$ cat config.mk
export PLATFORM = sky130hd
export DESIGN_NAME = ascii_hex_frame_receiver
export DESIGN_NICKNAME = d
export VERILOG_FILES = /design/src/design/ahfr_pkg.sv /design/src/design/ahfr_decode.sv /design/src/design/ascii_hex_frame_receiver.sv
export VERILOG_INCLUDE_DIRS = /design/src /design/src/design
export SDC_FILE = /design/constraint.sdc
export NUM_CORES = 2
export LEC_CHECK = 0
export BUFFER_PORTS_ARGS = -buffer_cell sky130_fd_sc_hd__buf_2
export CORE_ASPECT_RATIO = 0.9
export CORE_MARGIN = 8
export CORE_UTILIZATION = 25
export DETAILED_ROUTE_END_ITERATION = 7
export GPL_TIMING_DRIVEN = 1
export MAX_ROUTING_LAYER = met4
export PLACE_DENSITY_LB_ADDON = 0.25
export SLEW_MARGIN = 15
export SYNTH_ARGS = -nofsm -noshare
export SYNTH_HDL_FRONTEND = slang
export SYNTH_HIERARCHICAL = 1
export SYNTH_SLANG_ARGS = --single-unit
$ cat constraint.sdc
create_clock -name clk -period 5.2 [get_ports clk]
set_input_delay 0.26 -clock clk [delete_from_list [all_inputs] [get_ports clk]]
set_output_delay 0.26 -clock clk [all_outputs]
set_load 0.01 [all_outputs]
$ cat src/design/assert_macros.svh
// assertion macros shared by the receiver rtl
// no dependencies; expects clk and rst_n in the including scope
`ifndef ASSERT_MACROS_SVH
`define ASSERT_MACROS_SVH
`ifndef SYNTHESIS
// property that must hold at every clock edge outside reset
`define ASSERT_IMPLY(label, prop, msg) \
    label: assert property (@(posedge clk) disable iff (!rst_n) prop) else $error(msg);
// condition that must never be seen outside reset
`define ASSERT_NEVER(label, cond, msg) \
    label: assert property (@(posedge clk) disable iff (!rst_n) !(cond)) else $error(msg);
`else
`define ASSERT_IMPLY(label, prop, msg)
`define ASSERT_NEVER(label, cond, msg)
`endif
`endif

$ cat src/design/ahfr_pkg.sv
// types, constants and helpers for the ascii hex frame receiver
// no dependencies
`timescale 1ns / 1ps

package ahfr_pkg;

    // default frame lengths and buffer depth
    localparam int STATUS_FRAME_LEN_DEF    = 81;
    localparam int CONFIG_FRAME_LEN_DEF    = 75;
    localparam int TELEMETRY_FRAME_LEN_DEF = 55;
    localparam int HANDSHAKE_FRAME_LEN_DEF = 11;
    localparam int BUF_DEPTH_DEF           = 128;

    // frame lengths never exceed 127, buffer index never exceeds 255
    localparam int LEN_W = 7;
    localparam int IDX_W = 8;

    localparam logic [15:0] TIMEOUT_RESET = 16'd200;

    // start characters
    localparam logic [7:0] CHAR_R = 8'h52;
    localparam logic [7:0] CHAR_Z = 8'h5A;
    localparam logic [7:0] CHAR_X = 8'h58;

    // length field value that marks a config frame
    localparam logic [15:0] CONFIG_LEN_CODE = 16'h0020;
    localparam logic [7:0]  BREW_ON         = 8'h01;

    // index of the second char of each hex pair of interest
    localparam logic [IDX_W-1:0] POS_LEN_HI   = 8'd6;   // length field high byte
    localparam logic [IDX_W-1:0] POS_LEN_LO   = 8'd8;   // length field low byte
    localparam logic [IDX_W-1:0] POS_SET_HI   = 8'd24;  // config payload byte 7
    localparam logic [IDX_W-1:0] POS_SET_LO   = 8'd26;  // config payload byte 8
    localparam logic [IDX_W-1:0] POS_BREW     = 8'd44;  // status payload byte 17
    localparam logic [IDX_W-1:0] POS_BOILER   = 8'd64;  // status payload byte 27
    localparam logic [IDX_W-1:0] POS_STEMP_HI = 8'd66;  // status payload byte 28
    localparam logic [IDX_W-1:0] POS_STEMP_LO = 8'd68;  // status payload byte 29
    localparam logic [IDX_W-1:0] POS_SHOT     = 8'd35;  // telemetry pair 14
    localparam logic [IDX_W-1:0] POS_ZTEMP_HI = 8'd47;  // telemetry chars 46..47
    localparam logic [IDX_W-1:0] POS_ZTEMP_LO = 8'd49;  // telemetry chars 48..49

    typedef enum logic [1:0] {
        HEAD_R,
        HEAD_Z,
        HEAD_X
    } head_t;

    typedef enum logic [2:0] {
        KIND_STATUS    = 3'd0,
        KIND_CONFIG    = 3'd1,
        KIND_SHOT      = 3'd2,
        KIND_HANDSHAKE = 3'd3,
        KIND_CKSUM_ERR = 3'd4
    } kind_t;

    typedef struct packed {
        logic       req_type;
        logic [7:0] rx_byte;
    } req_beat_t;

    typedef struct packed {
        kind_t       frame_kind;
        logic        brew_active;
        logic [7:0]  boiler_flags;
        logic [15:0] temp_raw;
        logic [15:0] setpoint_raw;
        logic        shot_active;
        logic        handshake_seen;
    } rsp_beat_t;

    // one stored byte on its way to the decoder
    typedef struct packed {
        head_t            head;
        logic [IDX_W-1:0] idx;
        logic [7:0]       data;
        logic             complete;
    } stage_beat_t;

    // decoder feedback to the front end
    typedef struct packed {
        logic retarget;
        logic emit;
    } dec_ctrl_t;

    // ascii hex digit value, anything else reads as zero
    function automatic logic [3:0] nibble(input logic [7:0] c);
        logic [3:0] v;
        v = 4'd0;
        if (c >= 8'h30 && c <= 8'h39)
        begin
            v = 4'(c - 8'h30);
        end
        else if (c >= 8'h41 && c <= 8'h46)
        begin
            v = 4'(c - 8'h37);
        end
        else if (c >= 8'h61 && c <= 8'h66)
        begin
            v = 4'(c - 8'h57);
        end
        return v;
    endfunction

endpackage

$ cat src/design/ahfr_decode.sv
// payload decoder: hex pairs, running checksum, field capture and result build
// depends on ahfr_pkg
`timescale 1ns / 1ps

module ahfr_decode
    import ahfr_pkg::*;
#(
    parameter int CONFIG_FRAME_LEN = CONFIG_FRAME_LEN_DEF
)
(
    input  logic        clk,
    input  logic        rst_n,
    input  logic        advance,
    input  stage_beat_t beat,
    input  logic [7:0]  prev_byte,
    output dec_ctrl_t   ctrl,
    output rsp_beat_t   result
);

    logic [7:0]  acc_reg, acc_next;
    logic [7:0]  len_hi_reg, len_hi_next;
    logic        brew_reg, brew_next;
    logic [7:0]  boiler_reg, boiler_next;
    logic [15:0] temp_reg, temp_next;
    logic [15:0] setpoint_reg, setpoint_next;
    logic        shot_reg, shot_next;
    logic        hs_reg, hs_next;
    logic [7:0]  pair_now;
    logic        sum_ok;

    // hex pair ending at this beat, running sum and field capture
    always_comb
    begin
        pair_now      = {nibble(prev_byte), nibble(beat.data)};
        acc_next      = (beat.idx == '0) ? beat.data : acc_reg + beat.data;
        len_hi_next   = len_hi_reg;
        brew_next     = brew_reg;
        boiler_next   = boiler_reg;
        temp_next     = temp_reg;
        setpoint_next = setpoint_reg;
        shot_next     = shot_reg;
        hs_next       = hs_reg;
        if (beat.head == HEAD_R)
        begin
            if (beat.idx == POS_LEN_HI)   len_hi_next = pair_now;
            if (beat.idx == POS_SET_HI)   setpoint_next[15:8] = pair_now;
            if (beat.idx == POS_SET_LO)   setpoint_next[7:0] = pair_now;
            if (beat.idx == POS_BREW)     brew_next = (pair_now == BREW_ON);
            if (beat.idx == POS_BOILER)   boiler_next = pair_now;
            if (beat.idx == POS_STEMP_HI) temp_next[15:8] = pair_now;
            if (beat.idx == POS_STEMP_LO) temp_next[7:0] = pair_now;
        end
        if (beat.head == HEAD_Z)
        begin
            if (beat.idx == POS_SHOT)     shot_next = (pair_now != 8'h00);
            if (beat.idx == POS_ZTEMP_HI) temp_next[15:8] = pair_now;
            if (beat.idx == POS_ZTEMP_LO) temp_next[7:0] = pair_now;
        end
        if (beat.complete && beat.head == HEAD_X)
        begin
            hs_next = 1'b1;
        end
    end

    // sum of all chars before the trailing pair against that pair
    assign sum_ok = ((acc_reg - prev_byte) == pair_now);

    // feedback to the front end
    always_comb
    begin
        ctrl.emit     = advance && beat.complete;
        ctrl.retarget = advance && beat.head == HEAD_R && beat.idx == POS_LEN_LO
                        && {len_hi_reg, pair_now} == CONFIG_LEN_CODE;
    end

    // result of a completed frame
    always_comb
    begin
        result = '0;
        result.handshake_seen = hs_next;
        case (beat.head)
            HEAD_R:
            begin
                if (!sum_ok)
                begin
                    result.frame_kind = KIND_CKSUM_ERR;
                end
                else if ((beat.idx + 8'd1) == IDX_W'(CONFIG_FRAME_LEN))
                begin
                    result.frame_kind   = KIND_CONFIG;
                    result.setpoint_raw = setpoint_next;
                end
                else
                begin
                    result.frame_kind   = KIND_STATUS;
                    result.brew_active  = brew_next;
                    result.boiler_flags = boiler_next;
                    result.temp_raw     = temp_next;
                end
            end
            HEAD_Z:
            begin
                result.frame_kind  = KIND_SHOT;
                result.temp_raw    = temp_next;
                result.shot_active = shot_next;
            end
            default:
            begin
                result.frame_kind = KIND_HANDSHAKE;
            end
        endcase
    end

    // field registers, loaded as each beat leaves the stage
    always_ff @(posedge clk)
    begin
        if (advance)
        begin
            acc_reg      <= acc_next;
            len_hi_reg   <= len_hi_next;
            brew_reg     <= brew_next;
            boiler_reg   <= boiler_next;
            temp_reg     <= temp_next;
            setpoint_reg <= setpoint_next;
            shot_reg     <= shot_next;
        end
    end

    // handshake flag
    always_ff @(posedge clk or negedge rst_n)
    begin
        if (!rst_n)
        begin
            hs_reg <= 1'b0;
        end
        else if (advance)
        begin
            hs_reg <= hs_next;
        end
    end

endmodule

$ cat src/design/ascii_hex_frame_receiver.sv
// ascii hex frame receiver: framing front end, frame buffer and result register
// depends on ahfr_pkg, ahfr_decode and assert_macros.svh
`timescale 1ns / 1ps
//
// usage
//   req channel (valid/ready): each beat is a received uart byte (req_type 0)
//   or a one millisecond tick (req_type 1). 'R', 'Z' and 'X' always open a
//   fresh frame; bytes outside a frame are dropped but clear the idle count.
//   rsp channel (valid/ready): one beat per completed frame, none for a frame
//   lost to timeout or buffer overflow.
//   cfg_we/cfg_wdata write the idle timeout in ticks; write it only while idle.
// timing
//   one req beat per cycle sustained unless the decode stage stalls. a byte is
//   stored in the frame buffer in the cycle it is taken and decoded the next
//   cycle, where its hex pair is built from the previous char read back from
//   the buffer (one read port, registered read). the result of a frame shows
//   on rsp from the result register, loaded as its last byte leaves decode.
// reset and stalls
//   reset clears framing, idle count, handshake flag and rsp valid; the timeout
//   returns to 200. the buffer is not cleared, since only entries of the
//   current frame are read. with a result held on rsp, bytes still pass the
//   decode stage; a beat completing a second frame holds req_ready low.

`include "assert_macros.svh"

module ascii_hex_frame_receiver
    import ahfr_pkg::*;
#(
    parameter int STATUS_FRAME_LEN    = STATUS_FRAME_LEN_DEF,
    parameter int CONFIG_FRAME_LEN    = CONFIG_FRAME_LEN_DEF,
    parameter int TELEMETRY_FRAME_LEN = TELEMETRY_FRAME_LEN_DEF,
    parameter int HANDSHAKE_FRAME_LEN = HANDSHAKE_FRAME_LEN_DEF,
    parameter int BUF_DEPTH           = BUF_DEPTH_DEF
)
(
    input  logic        clk,
    input  logic        rst_n,
    input  logic        req_valid,
    output logic        req_ready,
    input  req_beat_t   req_data,
    output logic        rsp_valid,
    input  logic        rsp_ready,
    output rsp_beat_t   rsp_data,
    input  logic        cfg_we,
    input  logic [15:0] cfg_wdata
);

    localparam int FILL_W = $clog2(BUF_DEPTH);

    logic [FILL_W-1:0] fill_reg, fill_next;
    logic              inside_reg, inside_next;
    logic [LEN_W-1:0]  target_reg, target_next;
    head_t             head_reg, head_next;
    logic [15:0]       idle_reg, idle_next;
    logic [15:0]       timeout_reg;
    logic              s1_valid_reg, s1_valid_next;
    stage_beat_t       s1_reg, s1_next;
    logic              rsp_valid_reg;
    rsp_beat_t         rsp_data_reg;

    logic [7:0]        frame_mem [BUF_DEPTH];
    logic [7:0]        prev_q;
    logic              mem_we, mem_re;
    logic [FILL_W-1:0] base_fill, new_fill, raddr;

    logic              take_byte, take_tick, is_start, live, room, done, s1_go;
    logic [16:0]       idle_inc;
    logic [LEN_W-1:0]  start_len, target_eff;
    head_t             start_head, head_eff;
    dec_ctrl_t         dec_ctrl;
    rsp_beat_t         dec_result;

    // decode stage moves on unless it would overwrite a waiting result
    assign s1_go     = !s1_reg.complete || !rsp_valid_reg || rsp_ready;
    assign req_ready = !s1_valid_reg || s1_go;
    assign take_byte = req_valid && req_ready && !req_data.req_type;
    assign take_tick = req_valid && req_ready && req_data.req_type;

    // start character decode
    always_comb
    begin
        is_start   = 1'b1;
        start_len  = LEN_W'(HANDSHAKE_FRAME_LEN);
        start_head = HEAD_X;
        unique case (req_data.rx_byte)
            CHAR_R:
            begin
                start_len  = LEN_W'(STATUS_FRAME_LEN);
                start_head = HEAD_R;
            end
            CHAR_Z:
            begin
                start_len  = LEN_W'(TELEMETRY_FRAME_LEN);
                start_head = HEAD_Z;
            end
            CHAR_X:
            begin
                start_len  = LEN_W'(HANDSHAKE_FRAME_LEN);
                start_head = HEAD_X;
            end
            default:
            begin
                is_start = 1'b0;
            end
        endcase
    end

    // buffer position, frame length (with retarget forwarded from decode)
    always_comb
    begin
        base_fill  = is_start ? '0 : fill_reg;
        live       = is_start || inside_reg;
        room       = base_fill < FILL_W'(BUF_DEPTH - 1);
        new_fill   = base_fill + 1'b1;
        raddr      = base_fill - 1'b1;
        head_eff   = is_start ? start_head : head_reg;
        target_eff = is_start ? start_len
                   : (dec_ctrl.retarget ? LEN_W'(CONFIG_FRAME_LEN) : target_reg);
        done       = (new_fill == FILL_W'(target_eff));
        mem_we     = take_byte && live && room;
        mem_re     = mem_we && (base_fill != '0);
        idle_inc   = {1'b0, idle_reg} + 17'd1;
    end

    // framing state
    always_comb
    begin
        fill_next   = fill_reg;
        inside_next = inside_reg;
        target_next = dec_ctrl.retarget ? LEN_W'(CONFIG_FRAME_LEN) : target_reg;
        head_next   = head_reg;
        idle_next   = idle_reg;
        if (take_tick)
        begin
            idle_next = idle_inc[16] ? 16'hFFFF : idle_inc[15:0];
            if (inside_reg && idle_inc > {1'b0, timeout_reg})
            begin
                fill_next   = '0;
                inside_next = 1'b0;
                target_next = '0;
            end
        end
        if (take_byte)
        begin
            idle_next = '0;
            if (live)
            begin
                if (room && !done)
                begin
                    fill_next   = new_fill;
                    inside_next = 1'b1;
                    target_next = target_eff;
                    head_next   = head_eff;
                end
                else
                begin
                    fill_next   = '0;
                    inside_next = 1'b0;
                    target_next = '0;
                end
            end
        end
    end

    // decode stage load
    always_comb
    begin
        s1_valid_next = s1_valid_reg;
        s1_next       = s1_reg;
        if (req_ready)
        begin
            s1_valid_next = mem_we;
            s1_next.head     = head_eff;
            s1_next.idx      = IDX_W'(base_fill);
            s1_next.data     = req_data.rx_byte;
            s1_next.complete = mem_we && done;
        end
    end

    // frame buffer: write this char, read back the one before it
    always_ff @(posedge clk)
    begin
        if (mem_we)
        begin
            frame_mem[base_fill] <= req_data.rx_byte;
        end
        if (mem_re)
        begin
            prev_q <= frame_mem[raddr];
        end
    end

    ahfr_decode #(
        .CONFIG_FRAME_LEN (CONFIG_FRAME_LEN)
    ) u_decode (
        .clk       (clk),
        .rst_n     (rst_n),
        .advance   (s1_valid_reg && s1_go),
        .beat      (s1_reg),
        .prev_byte (prev_q),
        .ctrl      (dec_ctrl),
        .result    (dec_result)
    );

    // control registers
    always_ff @(posedge clk or negedge rst_n)
    begin
        if (!rst_n)
        begin
            fill_reg      <= '0;
            inside_reg    <= 1'b0;
            target_reg    <= '0;
            head_reg      <= HEAD_X;
            idle_reg      <= '0;
            timeout_reg   <= TIMEOUT_RESET;
            s1_valid_reg  <= 1'b0;
            rsp_valid_reg <= 1'b0;
        end
        else
        begin
            fill_reg     <= fill_next;
            inside_reg   <= inside_next;
            target_reg   <= target_next;
            head_reg     <= head_next;
            idle_reg     <= idle_next;
            s1_valid_reg <= s1_valid_next;
            if (cfg_we)
            begin
                timeout_reg <= cfg_wdata;
            end
            if (dec_ctrl.emit)
            begin
                rsp_valid_reg <= 1'b1;
            end
            else if (rsp_ready)
            begin
                rsp_valid_reg <= 1'b0;
            end
        end
    end

    // payload registers
    always_ff @(posedge clk)
    begin
        s1_reg <= s1_next;
        if (dec_ctrl.emit)
        begin
            rsp_data_reg <= dec_result;
        end
    end

    assign rsp_valid = rsp_valid_reg;
    assign rsp_data  = rsp_data_reg;

    // checks
    `ASSERT_IMPLY(a_empty_outside, !inside_reg |-> (fill_reg == '0), "fill count outside a frame")
    `ASSERT_NEVER(a_no_overwrite, dec_ctrl.emit && rsp_valid_reg && !rsp_ready, "result overwritten")
    `ASSERT_IMPLY(a_stall_hold, s1_valid_reg && !s1_go |=> s1_valid_reg && $stable(s1_reg), "decode beat lost in stall")

endmodule
After elaboration in Yosys (flattened, before gate mapping)
Memory sizes are Yosys's and may differ from the RTL's. A register that Yosys moved wholly into a read port is not among the register bits.
Cells that the tools add are included.
{"block": "op_classes", "add_sub_neg": 12, "n_lt_le_gt_ge": 14, "eq_ne": 21, "n_mux": 59, "bitwise": 2, "reduce_logical": 41}
{"cell": "$mux 16", "n": 8}
{"cell": "$mux 7", "n": 13}
{"cell": "$mux 8", "n": 9}
{"cell": "$eq 8x7->1 const B", "n": 4}
{"cell": "$ge 8x7->1 const B", "n": 4}
{"cell": "$le 8x7->1 const B", "n": 4}
{"cell": "$mux 32", "n": 1}
{"cell": "$pmux 16 s2", "n": 1}
{"cell": "$eq 7x6->1 const B", "n": 4}
{"cell": "$mux 4", "n": 6}
{"cell": "$eq 7x7->1 const B", "n": 3}
{"cell": "$logic_and 1x1->1", "n": 21}
{"cell": "$add 16x1->17 const B", "n": 1}
{"cell": "$gt 17x16->1", "n": 1}
{"cell": "$eq 16x6->1 const B", "n": 1}
{"cell": "$ge 8x6->1 const B", "n": 2}
{"cell": "$le 8x6->1 const B", "n": 2}
{"cell": "$mux 1", "n": 16}
{"cell": "$sub 4x3->4 const B", "n": 4}
{"cell": "$eq 7x5->1 const B", "n": 2}
{"cell": "$pmux 7 s2", "n": 1}
{"cell": "$reduce_and 3->1", "n": 3}
{"cell": "$add 7x1->8 const B", "n": 1}
{"cell": "$add 8x8->8", "n": 1}
{"cell": "other kinds (25)", "n": 36}
{"block": "word_totals", "reg_bits": 174, "mem_bits_rw": 1024, "in_bits": 30, "out_inout_bits": 48, "memories": 1}
{"memory": "frame_mem", "words": 128, "word_bits": 8, "rd": 1, "rd_ports_with_merged_regs": 1, "write_ports": 1, "line": "ascii_hex_frame_receiver.sv:61", "text": "logic [7:0] frame_mem [BUF_DEPTH];"}

Logic depth before layout (Yosys ltp)
{"block": "logic_depth", "word_depth": 15, "ltp_mapped": 19}

Hierarchy
Netlist, hierarchy kept.
{"mod": "ascii_hex_frame_receiver", "instances": 1, "cells_each": 2969, "area_per_inst_um2": 47320.4, "seq_area_each_um2": 34192.8}
{"mod": "ahfr_decode", "instances": 1, "cells_each": 438, "area_per_inst_um2": 4465.5, "seq_area_each_um2": 1766.7}

Worst setup path before layout
No wires, ideal clock.
{"block": "synth_path", "path_type": "flip-flop to flip-flop", "start": "register rsp_valid_reg, in the netlist rsp_valid", "end": "register target_reg[2]", "arrival_time_ps": 5493, "setup_slack_ps": -412, "path_stages_with_launch": 16, "n_path_buf": 2, "path_cell_list": "dfrtp_1 > and3_1 > nor2b_1 > nand3_1 > nor3_1 > nor4bb_1 > clkbuf_1 > nor2_1 > xor2_1 > xnor2_1 > o32ai_1 > nand3_1 > o31ai_2 > buf_2 > nor3_1 > a21o_1"}
{"element": "start, declared", "line": "ascii_hex_frame_receiver.sv:58", "text": "logic rsp_valid_reg;"}
{"element": "start signal, assigned", "line": "ascii_hex_frame_receiver.sv:217", "text": "rsp_valid_reg <= 1'b0;"}
{"element": "start signal, assigned", "line": "ascii_hex_frame_receiver.sv:233", "text": "rsp_valid_reg <= 1'b1;"}
{"element": "start signal, assigned", "line": "ascii_hex_frame_receiver.sv:237", "text": "rsp_valid_reg <= 1'b0;"}
{"element": "end signal, assigned", "line": "ascii_hex_frame_receiver.sv:223", "text": "target_reg <= target_next;"}
{"element": "end, declared", "line": "ascii_hex_frame_receiver.sv:52", "text": "logic [LEN_W-1:0] target_reg, target_next;"}

==> metrics <==
PwrDens 511 nW/µm²; fin crit share 93.9%; first-pass GRT wire length 226000 µm; DR WL/cell 24.1 µm; max FFs per register 1024; First-pass DRT Iterations 6; Avg Inst Size Synth 15.2 µm²; fmax 0.205 GHz; Vias/cell 4.85; synthesized flop and latch total 1206; Cell Area, Synth 51800 µm²; CTS tree yes; CP required 5870 ps; initial antenna violation count 4; Crit Path Category reg2reg; DRT iter0 DRCs 3396; Post-synth top flop edfxtp_1; Horiz. Die Dim 496 µm; met2 GRT Util 20.6%; min cycle time layout 4880 ps; later-pin clock latency in the skew report 780 ps; GRT Total Usage 14.1%; EDFF count, synth 1154; GR Util met3 2.30%; Cell variety after synth 103; Leak 20.0 nW; Max-Cap Viols 0; Final #Nets 3746; Critical Path AT 5550 ps; Synth area leaders edfxtp_1 (67%), mux4_2 (6.0%), mux2i_1 (3.2%); core footprint 206000 µm²; area leader, netlist edfxtp_1; total gr overflow 0; Clock Skew 50.0 ps; r2r setup slk 320 ps; worst slew pin tran 1240 ps; critical path startpoint category flop; row count 158; M1 GR Usage 20.5%; post-synthesis sequential area ratio 69.4%; CP max FO 12; H-tree depth 3; CTS Buf Count 119; Slew Limit Fails 0; Port Buf Inserts 77; final hold violations 0; drt drc 0; Longest Clk Path Bufs 3; CTS Root Cell clkbuf_16; commonest non-fill, non-tap cell in the layout edfxtp_1; Area Overhead vs Synth 17.8%; GPL Wtd Cong 0.863; RSZ-0062 raised after global routing false; status finished, final reports clean; slew margin rel. 17.1%; Worst-path clk slew 70 ps; die area 222000 µm²; most frequent cells in the layout edfxtp_1 (1154), nand2_1 (381), nor2_1 (208); die height 448 µm; final WL 157000 µm; vias in the first global route 30502; Post-Synthesis Cells 3407; ys async rst share 4.31%; largest net degree at the start of global routing 81; synthesis warning total 6; DR vias 31542; Setup crit end kind flop; GRT Max-Usage Layer met2; Initial Util 25.1%; setup TNS 0 ps; Peak VDD IR 0.000455 V; Final ANT Viol Nets 0; Final setup viols 0; Fillers 20596; min-delay worst type in2reg; Num Clock Sinks 1206; Yosys top cell area share 66.9%; I/O pin count 78; layout cells sized above 1 19.4%; Final HPWL DP 101000 µm; Pwr Total 31.2 mW
==> final cells by class <==
type                    count  area (µm²)  share of cell area [%]
flip-flops and latches   1206       36000                    58.9
clock inverters            88         858                    1.41
inverters                  61         253                   0.414
multi-input cells        1945       14800                    24.2
repair buffers            342        2690                    4.42
well taps                2720        3400                    5.58
clock buffers             138        3050                    5.00
diodes                      1        2.50                 0.00410
==> per-layer routing <==
layer	up-vias	routed length (µm)
li1	13925	-
met1	16325	75500
met2	1043	68400
met3	249	9330
met4	0	3510
met5	-	0
==> through the flow <==
stage                     area (µm²)  hold WS (ps)  instances  setup WS [ps]  utilization, %
after global routing           61000          59.7       6500           28.2            29.6
after CTS                      61000          5.84       6498            194            29.6
after floorplan                51800         -35.6       3418            554               -
after detailed placement       56500           455       6219            275            27.4
final                          61000          82.5       6501            317            29.6
after global placement         56500           441       6218          -1240            27.4
==> cell families (layout without fill, tap and decap cells) <==
kind of cell	count (synthesis)	in the layout	share of synthesized area (%)
adders and majority gates	41	41	1.02
AOI/OAI and AO/OA	557	557	7.61
xor gates and xnor gates	46	46	0.850
muxes	342	342	10.0
and+or+nand+nor	947	947	8.71
DFF	1206	1206	69.4
buffers and inverters	267	629	2.34
other	1	13	0.00724
==> repair_timing <==
item | in CTS | in global routing
resized for setup | 0 | 1
buffers inserted | 0 | 1
endpoints found under the setup margin | 0 | 9
hold buffers | 53 | 0
endpoints found under the hold margin | 122 | 0
==> critical path, cell delays in order, from the launching register on <==
cell      delay, ps
edfxtp_1        410
buf_12          160
inv_1           160
ha_1            200
or3b_2          500
nand3_1         180
and2_1          300
inv_1           110
or3_1           420
nor4bb_2        380
buf_4           240
nor2b_1          90
xnor2_1         220
xnor2_1         110
a21o_1          180
a31oi_1         310
o31ai_2         120
buf_4           200
or3_1           310
a31oi_1         170
==> final timing paths <==
check | from | to | depth (start not counted)
max | prev_q[1] | fill_reg[6] | 19
max in group asynchronous | rst_n | target_reg[6] | 3
min | cfg_we | timeout_reg[0] | 2
min reg2reg | u_decode/hs_reg | u_decode/hs_reg | 1
min in group asynchronous | rst_n | idle_reg[12] | 3
max reg2reg | prev_q[1] | fill_reg[6] | 19
==> synth_stat cells, drive strengths merged, types with 13 or more instances <==
master   instances
o21ai          108
a2111oi         14
nand4           44
nor3            39
clkbuf         110
mux2            40
a32o            17
xor2            14
nor2b           15
nand3          134
mux2i          165
a21o            17
nor2           210
dfrtp           48
a22oi           23
a32oi           23
a311oi          13
a21oi           99
a22o            17
buf             96
inv             60
o211ai          14
and3            18
ha              39
o31ai           15
o22ai           23
nand2          383
edfxtp        1154
xnor2           32
a31oi           48
nor3b           28
mux4           137
a221oi          32
==> power breakdown <==
group | total, mW | switching, mW | internal (mW)
clock | 8.79 | 3.92 | 4.87
combinational | 11.5 | 7.42 | 4.05
sequential | 10.9 | 0.109 | 10.8
(Power assumes the default switching activity.)
